--- config.mk ---
export PLATFORM = sky130hd
export DESIGN_NAME = wasm_custom_section_stripper
export DESIGN_NICKNAME = d
export VERILOG_FILES = /design/src/rtl/wcs_pkg.sv /design/src/rtl/wcs_core.sv /design/src/rtl/wasm_custom_section_stripper.sv
export SDC_FILE = /design/constraint.sdc
export NUM_CORES = 1
export LEC_CHECK = 0
export ABC_AREA = 1
export BUFFER_PORTS_ARGS = -buffer_cell sky130_fd_sc_hd__buf_2
export CAP_MARGIN = 20
export CORE_UTILIZATION = 61
export DETAILED_ROUTE_END_ITERATION = 16
export PLACE_DENSITY = 0.78
export SETUP_SLACK_MARGIN = 0.4
export SYNTH_ARGS = -nofsm -noshare
export SYNTH_HDL_FRONTEND = slang
export SYNTH_HIERARCHICAL = 1
export SYNTH_SLANG_ARGS = --single-unit
--- constraint.sdc ---
create_clock -name clock -period 5.8 [get_ports clock]
set_clock_uncertainty 0.1 [all_clocks]
set_input_delay 0.87 -clock clock [delete_from_list [all_inputs] [get_ports clock]]
set_output_delay 0.87 -clock clock [all_outputs]
set_load 0.02 [all_outputs]
--- src/rtl/wcs_pkg.sv ---
// Shared types and constants for the WebAssembly custom-section stripper.
// No dependencies; every other file in rtl/ refers to this package by scoped names.

package wcs_pkg;

   // Default parameter values
   localparam int HEADER_BYTES_DEF = 8;
   localparam int LENGTH_WIDTH_DEF = 32;

   // LEB128 length encoding
   localparam int        LEB_DATA_BITS = 7;
   localparam int        LEB_CONT_BIT  = 7;
   localparam int        LEN_CNT_WIDTH = 3;
   localparam logic [LEN_CNT_WIDTH-1:0] MAX_LEN_BYTES = 3'd5;

   // Section id of a custom section
   localparam logic [7:0] CUSTOM_SECTION_ID = 8'h00;

   // Parse phase, one-hot
   typedef enum logic [4:0] {
      PH_HEADER  = 5'b00001,
      PH_TYPE    = 5'b00010,
      PH_LENGTH  = 5'b00100,
      PH_PAYLOAD = 5'b01000,
      PH_BAD     = 5'b10000
   } phase_type;

   // One input byte
   typedef struct packed {
      logic [7:0] in_byte;
      logic       is_last;
   } req_type;

   // One result
   typedef struct packed {
      logic [7:0] out_byte;
      logic       keep;
      logic       end_of_module;
      logic       corrupt;
      logic       found_custom;
   } rsp_type;

endpackage

--- src/rtl/wcs_core.sv ---
// Section parser: running parse state and the per-byte keep/drop decision.
// Depends on wcs_pkg.

module wcs_core #(
   parameter int HEADER_BYTES = wcs_pkg::HEADER_BYTES_DEF,
   parameter int LENGTH_WIDTH = wcs_pkg::LENGTH_WIDTH_DEF
) (
   input  logic             clock,
   input  logic             reset,
   input  logic             step_en,
   input  wcs_pkg::req_type req,
   output wcs_pkg::rsp_type rsp
);

   localparam int HdrCntWidth = (HEADER_BYTES > 1) ? $clog2(HEADER_BYTES) : 1;
   localparam logic [HdrCntWidth-1:0] HdrLast = HdrCntWidth'(HEADER_BYTES - 1);
   localparam int ExtWidth = LENGTH_WIDTH + 4 * wcs_pkg::LEB_DATA_BITS;
   localparam logic [LENGTH_WIDTH-1:0] LenAllOnes = '1;

   wcs_pkg::phase_type              phase_ff, phase_in, step_phase;
   logic [HdrCntWidth-1:0]          hdr_cnt_ff, hdr_cnt_in;
   logic [LENGTH_WIDTH-1:0]         len_acc_ff, len_acc_in;
   logic [wcs_pkg::LEN_CNT_WIDTH-1:0] len_cnt_ff, len_cnt_in, len_cnt_inc;
   logic [LENGTH_WIDTH-1:0]         pay_left_ff, pay_left_in;
   logic                            dropping_ff, dropping_in;
   logic                            seen_ff, seen_in;

   logic [ExtWidth-1:0]             leb_ext;
   logic [ExtWidth-1:0]             leb_shifted;
   logic [LENGTH_WIDTH-1:0]         len_sum;
   logic [LENGTH_WIDTH-1:0]         pay_dec;
   logic                            keep;
   logic                            bad;
   logic                            drop_now;
   logic                            seen_step;

   // Place the seven data bits of this length byte at their LEB128 position
   assign leb_ext = ExtWidth'(req.in_byte[wcs_pkg::LEB_DATA_BITS-1:0]);
   always_comb begin
      case (len_cnt_ff)
         3'd0:    leb_shifted = leb_ext;
         3'd1:    leb_shifted = leb_ext << wcs_pkg::LEB_DATA_BITS;
         3'd2:    leb_shifted = leb_ext << (2 * wcs_pkg::LEB_DATA_BITS);
         3'd3:    leb_shifted = leb_ext << (3 * wcs_pkg::LEB_DATA_BITS);
         3'd4:    leb_shifted = leb_ext << (4 * wcs_pkg::LEB_DATA_BITS);
         default: leb_shifted = '0;
      endcase
   end

   assign len_sum     = len_acc_ff + leb_shifted[LENGTH_WIDTH-1:0];
   assign len_cnt_inc = len_cnt_ff + 3'd1;
   assign pay_dec     = pay_left_ff - LENGTH_WIDTH'(1);
   assign drop_now    = (req.in_byte == wcs_pkg::CUSTOM_SECTION_ID);

   // Custom section seen so far, including this byte
   assign seen_step = seen_ff || ((phase_ff == wcs_pkg::PH_TYPE) && drop_now);

   // Advance the parse state by one byte
   always_comb begin
      step_phase  = phase_ff;
      hdr_cnt_in  = hdr_cnt_ff;
      len_acc_in  = len_acc_ff;
      len_cnt_in  = len_cnt_ff;
      pay_left_in = pay_left_ff;
      dropping_in = dropping_ff;
      seen_in     = seen_ff;
      keep        = 1'b0;
      bad         = 1'b0;

      case (phase_ff)
         wcs_pkg::PH_HEADER: begin
            keep = 1'b1;
            if (hdr_cnt_ff == HdrLast) begin
               step_phase = wcs_pkg::PH_TYPE;
               hdr_cnt_in = '0;
            end else begin
               hdr_cnt_in = hdr_cnt_ff + HdrCntWidth'(1);
               bad        = req.is_last;
            end
         end
         wcs_pkg::PH_TYPE: begin
            dropping_in = drop_now;
            if (drop_now) begin
               seen_in = 1'b1;
            end
            len_acc_in = '0;
            len_cnt_in = '0;
            step_phase = wcs_pkg::PH_LENGTH;
            bad        = req.is_last;
            keep       = !drop_now;
         end
         wcs_pkg::PH_LENGTH: begin
            len_acc_in = len_sum;
            len_cnt_in = len_cnt_inc;
            if (req.in_byte[wcs_pkg::LEB_CONT_BIT]) begin
               bad = (len_cnt_inc >= wcs_pkg::MAX_LEN_BYTES) || req.is_last;
            end else if (len_sum == LenAllOnes) begin
               bad = 1'b1;
            end else if (len_sum == '0) begin
               step_phase = wcs_pkg::PH_TYPE;
            end else if (req.is_last) begin
               bad = 1'b1;
            end else begin
               pay_left_in = len_sum;
               step_phase  = wcs_pkg::PH_PAYLOAD;
            end
            keep = !dropping_ff;
         end
         wcs_pkg::PH_PAYLOAD: begin
            pay_left_in = pay_dec;
            if (pay_dec == '0) begin
               step_phase = wcs_pkg::PH_TYPE;
            end else begin
               bad = req.is_last;
            end
            keep = !dropping_ff;
         end
         default: begin
         end
      endcase

      // Corruption is sticky until the end of the module
      if (bad) begin
         step_phase = wcs_pkg::PH_BAD;
      end
      if (step_phase == wcs_pkg::PH_BAD) begin
         keep = 1'b0;
      end

      phase_in = step_phase;
      // Return to the header phase after the final byte
      if (req.is_last) begin
         phase_in    = wcs_pkg::PH_HEADER;
         hdr_cnt_in  = '0;
         len_acc_in  = '0;
         len_cnt_in  = '0;
         pay_left_in = '0;
         dropping_in = 1'b0;
         seen_in     = 1'b0;
      end
   end

   // Build the result for this byte
   always_comb begin
      rsp.out_byte      = req.in_byte;
      rsp.keep          = keep;
      rsp.end_of_module = req.is_last;
      rsp.corrupt       = req.is_last && (step_phase == wcs_pkg::PH_BAD);
      rsp.found_custom  = req.is_last && seen_step;
   end

   // Hold state except when a byte moves through
   always_ff @(posedge clock) begin
      if (reset) begin
         phase_ff    <= wcs_pkg::PH_HEADER;
         hdr_cnt_ff  <= '0;
         len_acc_ff  <= '0;
         len_cnt_ff  <= '0;
         pay_left_ff <= '0;
         dropping_ff <= 1'b0;
         seen_ff     <= 1'b0;
      end else if (step_en) begin
         phase_ff    <= phase_in;
         hdr_cnt_ff  <= hdr_cnt_in;
         len_acc_ff  <= len_acc_in;
         len_cnt_ff  <= len_cnt_in;
         pay_left_ff <= pay_left_in;
         dropping_ff <= dropping_in;
         seen_ff     <= seen_in;
      end
   end

`ifndef SYNTHESIS
   // A payload phase always has bytes still due
   a_payload_nonzero: assert property (@(posedge clock) disable iff (reset)
      (phase_ff == wcs_pkg::PH_PAYLOAD) |-> (pay_left_ff != '0))
      else $error("payload phase with nothing left");

   // The final byte returns the parser to a clean header phase
   a_last_restarts: assert property (@(posedge clock) disable iff (reset)
      (step_en && req.is_last) |=> (phase_ff == wcs_pkg::PH_HEADER) && !seen_ff
                                   && !dropping_ff)
      else $error("parser not restarted after final byte");

   // Length phase never holds more than the allowed number of length bytes
   a_len_cnt_range: assert property (@(posedge clock) disable iff (reset)
      (phase_ff == wcs_pkg::PH_LENGTH) |-> (len_cnt_ff < wcs_pkg::MAX_LEN_BYTES))
      else $error("length byte count out of range");
`endif

endmodule

--- src/rtl/wasm_custom_section_stripper.sv ---
// Top level of the WebAssembly custom-section stripper: input register,
// output register and handshake. Depends on wcs_pkg and wcs_core.
//
// Usage:
//   Bytes of a module image enter on the req_ channel (req_data.in_byte,
//   req_data.is_last marks the final byte). One result per byte leaves on
//   the rsp_ channel, in order: the byte, a keep flag, and on the final
//   byte the corrupt and found_custom summary flags.
//   A transfer happens on a channel when its valid and ready are both high.
//   Path: a byte accepted on req_ sits in the input register, then moves
//   to the result register and is presented on rsp_.
//   Throughput: one byte per cycle while rsp_ready stays high; the parse
//   state is updated as a byte moves between the two registers, so bytes
//   follow back to back.
//   Stall: when rsp_ready is low the result register holds; one more byte is
//   held in the input register, after which req_ready drops.
//   Reset (synchronous, active high) empties both registers and puts the
//   parser in the header phase; after the final byte of a module the parser
//   also returns to the header phase on its own.

module wasm_custom_section_stripper #(
   parameter int HEADER_BYTES = wcs_pkg::HEADER_BYTES_DEF,
   parameter int LENGTH_WIDTH = wcs_pkg::LENGTH_WIDTH_DEF
) (
   input  logic             clock,
   input  logic             reset,
   input  logic             req_valid,
   output logic             req_ready,
   input  wcs_pkg::req_type req_data,
   output logic             rsp_valid,
   input  logic             rsp_ready,
   output wcs_pkg::rsp_type rsp_data
);

   logic             in_valid_ff, in_valid_in;
   wcs_pkg::req_type in_data_ff;
   logic             rsp_valid_ff, rsp_valid_in;
   wcs_pkg::rsp_type rsp_data_ff;
   wcs_pkg::rsp_type step_rsp;
   logic             advance;
   logic             req_xfer;

   // Move a byte from the input register to the result register
   assign advance   = in_valid_ff && (!rsp_valid_ff || rsp_ready);
   assign req_ready = !in_valid_ff || advance;
   assign req_xfer  = req_valid && req_ready;

   assign in_valid_in  = req_xfer || (in_valid_ff && !advance);
   assign rsp_valid_in = advance || (rsp_valid_ff && !rsp_ready);

   wcs_core #(
      .HEADER_BYTES (HEADER_BYTES),
      .LENGTH_WIDTH (LENGTH_WIDTH)
   ) u_core (
      .clock   (clock),
      .reset   (reset),
      .step_en (advance),
      .req     (in_data_ff),
      .rsp     (step_rsp)
   );

   // Valid flags
   always_ff @(posedge clock) begin
      if (reset) begin
         in_valid_ff  <= 1'b0;
         rsp_valid_ff <= 1'b0;
      end else begin
         in_valid_ff  <= in_valid_in;
         rsp_valid_ff <= rsp_valid_in;
      end
   end

   // Capture payloads on transfer
   always_ff @(posedge clock) begin
      if (req_xfer) begin
         in_data_ff <= req_data;
      end
      if (advance) begin
         rsp_data_ff <= step_rsp;
      end
   end

   assign rsp_valid = rsp_valid_ff;
   assign rsp_data  = rsp_data_ff;

`ifndef SYNTHESIS
   // Never overwrite a held input byte
   a_no_overwrite: assert property (@(posedge clock) disable iff (reset)
      req_xfer |-> (!in_valid_ff || advance))
      else $error("input register overwritten");

   // A byte leaving the input register shows up as a result
   a_advance_valid: assert property (@(posedge clock) disable iff (reset)
      advance |=> rsp_valid_ff)
      else $error("advanced byte lost");

   // Both registers are empty after reset
   a_reset_empty: assert property (@(posedge clock)
      reset |=> (!in_valid_ff && !rsp_valid_ff))
      else $error("registers not empty after reset");
`endif

endmodule

; ---- After elaboration in Yosys (flattened, before gate mapping)
; Cells that the tools add are included.
[op_classes]
order_cmp = 1
mux = 35
n_reduce_logical = 34
eq_ne = 14
addsub = 4
[op_table]
columns = cell, count
row1 = $mux 32, 5
row2 = $pmux 32 s5, 1
row3 = $pmux 32 s2, 2
row4 = $logic_not 32->1, 2
row5 = $mux 5, 8
row6 = $add 32x32->32, 1
row7 = $eq 32x32->1 const B, 1
row8 = $sub 32x1->32 const B, 1
row9 = $pmux 5 s4, 1
row10 = $mux 3, 4
row11 = $mux 1, 11
row12 = $ne 3x3->1 const B, 3
row13 = $logic_not 8->1, 1
row14 = $logic_and 1x1->1, 7
row15 = $add 3x1->3 const B, 2
row16 = $eq 3x2->1 const B, 2
row17 = $eq 3x3->1 const B, 2
row18 = $logic_not 1->1, 6
row19 = $logic_or 1x1->1, 6
row20 = $pmux 3 s2, 1
row21 = $reduce_and 2->1, 3
row22 = $reduce_bool 2->1, 3
row23 = $reduce_bool 3->1, 2
row24 = $eq 5x1->1 const B, 1
row25 = other kinds (12), 12
[totals]
output_inout_bits = 14
word_cells = 104
input_bits = 13
regBits = 100

; ---- Depth between registers and ports, before layout
[logic_depth]
word_depth = 11
ltp_mapped = 31
mapped_depth_nobuf = 30

; ---- Hierarchy
; The synthesis kept the hierarchy.
[modules_own_cells]
columns = module, instances, cells_per_inst, area_each_um2, seq_area_each_um2
row1 = wcs_core, 1, 1346, 7713.6, 1541.5
row2 = wasm_custom_section_stripper, 1, 33, 721.9, 670.6

; ---- Worst setup path before layout
; OpenSTA, ideal clock, no wires.
[synth_path]
path_type = register to register
start = register u_core/len_cnt_ff[0] (netlist bit)
end = register rsp_data_ff, in the netlist rsp_data[3] (data pin)
n_path_buf = 1
arrival_time_ns = 3.209
t_required_ns = 5.449
path_stages_with_launch = 28
slack_ns = 2.240
setup_time_ns = 0.251
cell_sequence = dfxtp_1 > inv_1 > ha_1 > nand2_1 > nor2_1 > ha_1 > fa_1 > nand3_1 > nand2_1 > nand2_1 > nand2_1 > nand2_1 > nand2_1 > nor2_1 > nand2_1 > nor2_1 > nand2_1 > nor2_1 > nand2_1 > nor2_2 > nor2_4 > nand2_2 > nand2_1 > nand3_1 > nand3_1 > nor2_1 > nor2_1 > buf_4
[synth_between]
elab_chain_len = 10
[synth_lines]
columns = element, line
row1 = from (decl), wcs_core.sv:23  ; logic [wcs_pkg::LEN_CNT_WIDTH-1:0] len_cnt_ff, len_cnt_in, len_cnt_inc;
row2 = from (signal assigned), wcs_core.sv:166  ; len_cnt_ff <= len_cnt_in;
row3 = $eq 3x3->1 (tied with other cells), wcs_core.sv:40  ; case (len_cnt_ff)
row4 = $pmux 32 s5, wcs_core.sv:40
row5 = $add 32x32->32, wcs_core.sv:50  ; assign len_sum = len_acc_ff + leb_shifted[LENGTH_WIDTH-1:0];
row6 = $logic_not 32->1, wcs_core.sv:99  ; end else if (len_sum == '0) begin
row7 = $mux 5 / $mux 1 (equally long branches), wcs_core.sv:99
row8 = $mux 5 / $mux 1 (equally long branches), wcs_core.sv:97  ; end else if (len_sum == LenAllOnes) begin
row9 = $mux 5 / $mux 1 (equally long branches), wcs_core.sv:95  ; if (req.in_byte[wcs_pkg::LEB_CONT_BIT]) begin
row10 = $pmux 5 s4 / $pmux 1 s4 (equally long branches), wcs_core.sv:70  ; case (phase_ff)
row11 = $mux 5 (*), wcs_core.sv:123  ; if (bad) begin
row12 = $eq 5x5->1 (*), wcs_core.sv:126  ; if (step_phase == wcs_pkg::PH_BAD) begin
row13 = to (signal assigned), wasm_custom_section_stripper.sv:79  ; rsp_data_ff <= step_rsp;
row14 = to (decl), wasm_custom_section_stripper.sv:38  ; wcs_pkg::rsp_type rsp_data_ff;
; Mark *: on every way between the ends. The rest lies on a longest branch, timed or not.
; A chain may end at the register's enable or synchronous reset.

; ---- Worst setup path after layout
[layout_path]
start = register u_core/len_cnt_ff[0] (netlist bit)
end = register u_core.pay_left_ff[27]
[layout_between]
elab_chain_len = 8
[layout_lines]
columns = element, line
row1 = $eq 3x3->1 (tied with other cells), wcs_core.sv:40
row2 = $pmux 32 s5 (*), wcs_core.sv:40
row3 = $add 32x32->32 (*), wcs_core.sv:50
row4 = branches (longest 5 deep; another with $eq 32x32->1), --
row5 = to (signal assigned), wcs_core.sv:167  ; pay_left_ff <= pay_left_in;
row6 = to (decl), wcs_core.sv:24  ; logic [LENGTH_WIDTH-1:0] pay_left_ff, pay_left_in;
; Mark *: on every way between the ends. The select of a mux whose other input is x is not followed.

==> results.md <==
- Status: finished clean
- DPL Wire Length: about 17000 µm
- Final setup violation count: 0
- CTS tree: done
- Clk sinks: 100
- Worst hold path type: reg -> reg
- Setup TNS: 0 ps
- DRT iter0 DRCs: 732
- Top-count cell post-synth: nand2_1
- Cell variety after synth: 45
- Largest net degree at the start of global routing: slightly below 70
- Global Route Usage Sum: 0.3293
- Leakage: roughly 4.4 nW
- Top delay family on crit path: simple AND/OR/NAND/NOR gates
- Chip Height: approximately 120 µm
- CP endpoint kind: flip-flop
- Post-Syn Nets: 1434
- Area contributors post-synth: nand2_1, dfxtp_1, inv_1
- Crit Path Class: reg -> reg
- CTS root buffer: clkbuf_16
- Synthesis-to-layout area growth: 6.200%
- # resized after CTS: 0
- Fin. Hold Viols: 0
- CTS Hold Buffers Added: 0
- Ys async rst share: 0
- CTS Buffer Depth: 2
- Internal: roughly 0.0012 W
- GP Congestion: 0.9671
- First-pass DRT Iterations: 7
- Row cnt: between 40 and 50
- Max-Cap Viols: 0
- Count of input and output buffers: 26
- R2R depth: 27
- Starting density of the core: 0.6320
- Vias in the first global route: between 7000 and 8000
- Cell repeated most along the worst path: nand2_1
- Clock latency at the later pin of the worst-skew pair: around 360 ps
- DR DRC count: 0
- Critical Path Source Type: flip-flop
- CP arrival: around 4600 ps
- #FFs+latches synth: 100
- P_sw: around 0.00058 W
- Max FO, Critical Path: between 50 and 60
- First-pass GRT wire length: around 37000 µm
- # H-tree levels: 3
- N_diodes: 0
- Share of the synthesized area in the top cell type: 0.2002
- Vias: 8505
- Ys Warns: 6
- Sequential fraction of the synthesis area: 0.2622
- CTS Buf Count: 9
- I/O pin count: 27
- Period utilisation layout: 0.7753
- Die Area: between 0.01 and 0.015 mm²
- Tightest Pin Transition: around 960 ps
- Post-Syn Area: 0.008436 mm²
- Cells after Synth: 1379
- Final ANT Viol Nets: 0
- Layout cells sized above 1: 0.09863
- Die X: between 100 and 150 µm
- Max VDD drop: around 0.17 mV
- Final #Nets: 1439
- WL/cell: around 15 µm
- CP required: 5920 ps
- Sw Share: 0.3170
- Min Tclk post-route: roughly 4500 ps
- Via density: approximately 5.4
- Core ar.: roughly 0.013 mm²
- Clock share of power: 0.380
- Crit. path cell count: 27
- RSZ-0062 raised after global routing: no
- CP max-delay cell: inv_4
- Combinational power share: 0.201
- Worst Path Buf+Inv: 2
- Slew Limit Fails: 0
- Total power draw: ~0.0018 W
- Pwr Density: just over 200 mW/mm²
- Largest stage delay, worst path: around 470 ps
- Post-CTS Repair Setup Buffers: 0
- Slew Limit Headroom: 0.3572
- Post-Route WL: about 23000 µm
- WHS: 374.1 ps
- Commonest cells in the synthesized netlist: nand2_1, inv_1, nor2_1
- Syn avg cell area: 6.117 µm²
- Total global routing overflow: 0
- Post-synth EDFFs: 21
- Max frequency: about 220 MHz
- Register share of total power: 0.418
- WHS Path Cells: 2
- Synth Flop Type: dfxtp_1
- CTS clk-pin slew, worst paths: about 80 ps
- Initial antenna violation count: 0
- Synth area leader: nand2_1
- Number of fill cells: around 1300
power groups by stage:
stage	combinational (W)	sequential (W)	clock, W
floorplan	0.000283	0.000773	0
global placement	0.000352	0.000774	0
detailed placement	0.000356	0.000775	0
CTS	0.000360	0.000759	0.000699
global route	0.000407	0.000762	0.000723
finish	0.000365	0.000759	0.000690
state kept, by name, indices dropped and copies added (netlist names), 3 cells and up:
| register | flops |
|---|---|
| in_data_ff | 9 |
| rsp_data | 12 |
| u_core/hdr_cnt_ff | 3 |
| u_core/len_acc_ff | 32 |
| u_core/len_cnt_ff | 3 |
| u_core/pay_left_ff | 32 |
| u_core/phase_ff | 5 |
routing by layer:
metal	part of all wire	global-route usage
met1	0.45	0.4487
met2	0.43	0.5181
met3	0.078	0.04895
met4	0.033	0.1398
met5	0	0
stage by stage:
stage               instance area (µm²)  utilization  setup WS [ps]  cells
floorplan                          8436            -           2240   1379
global placement                   8623       0.6460           1449   1548
detailed placement                 8628       0.6464           1369   1549
CTS                                8959       0.6712           1330   1565
global route                       8959       0.6712          897.2   1565
finish                             8959       0.6712           1303   1565
cells by family after synthesis:
logic type | count (synthesis) | share of synthesized area
muxes | 1 | 0.001187
buffers and inverters | 261 | 0.1250
DFF | 100 | 0.2622
and+or+nand+nor | 782 | 0.3902
adders and majority gates | 42 | 0.06319
AOI/OAI and AO/OA | 163 | 0.1270
xor gates and xnor gates | 30 | 0.03115
path summary, 6_finish.rpt:
path / end / from / slack (ps)
setup / recovery: u_core/pay_left_ff[27]$_SDFFE_PP0P_ / u_core/len_cnt_ff[0]$_SDFFE_PP0P_ / 1300
hold / removal: u_core/len_acc_ff[23]$_SDFFE_PP0P_ / u_core/len_acc_ff[23]$_SDFFE_PP0P_ / 370
setup reg to reg: u_core/pay_left_ff[27]$_SDFFE_PP0P_ / u_core/len_cnt_ff[0]$_SDFFE_PP0P_ / 1300
hold reg to reg: u_core/len_acc_ff[23]$_SDFFE_PP0P_ / u_core/len_acc_ff[23]$_SDFFE_PP0P_ / 370
cell type report:
cell class                 count  area (µm²)  area share
clock inverter                 7       105.1     0.01173
tap                          176       220.2     0.02458
sequential                   100        2212      0.2469
inverter                     221       832.0     0.09288
timing repair buffer          34       187.7     0.02095
clock buffer                   9       225.2     0.02514
multi-input combinational   1018        5176      0.5778
cell usage in the layout (no fill, tap or decap), types with 6 or more instances in the layout:
cell,synthesis,final
nand2_1,450,450
inv_1,200,200
nor2_1,183,183
dfxtp_1,79,79
a21oi_1,77,76
nand3_1,63,63
ha_1,41,41
buf_2,1,27
o21ai_0,27,26
xor2_1,23,23
a211oi_2,23,23
edfxtp_1,21,21
nand4_1,20,20
o211ai_1,19,19
inv_2,18,18
nand2_2,12,12
nor2_2,12,12
clkbuf_16,0,9
nor3_1,9,9
buf_4,13,7
xnor2_1,7,7
and2_1,6,6
worst min-delay path, cell delays in order (launching register included):
cell and delay, ps:
dfxtp_1 320, nand2_1 60, a21oi_1 50
Power figures use the tool's default switching activity.
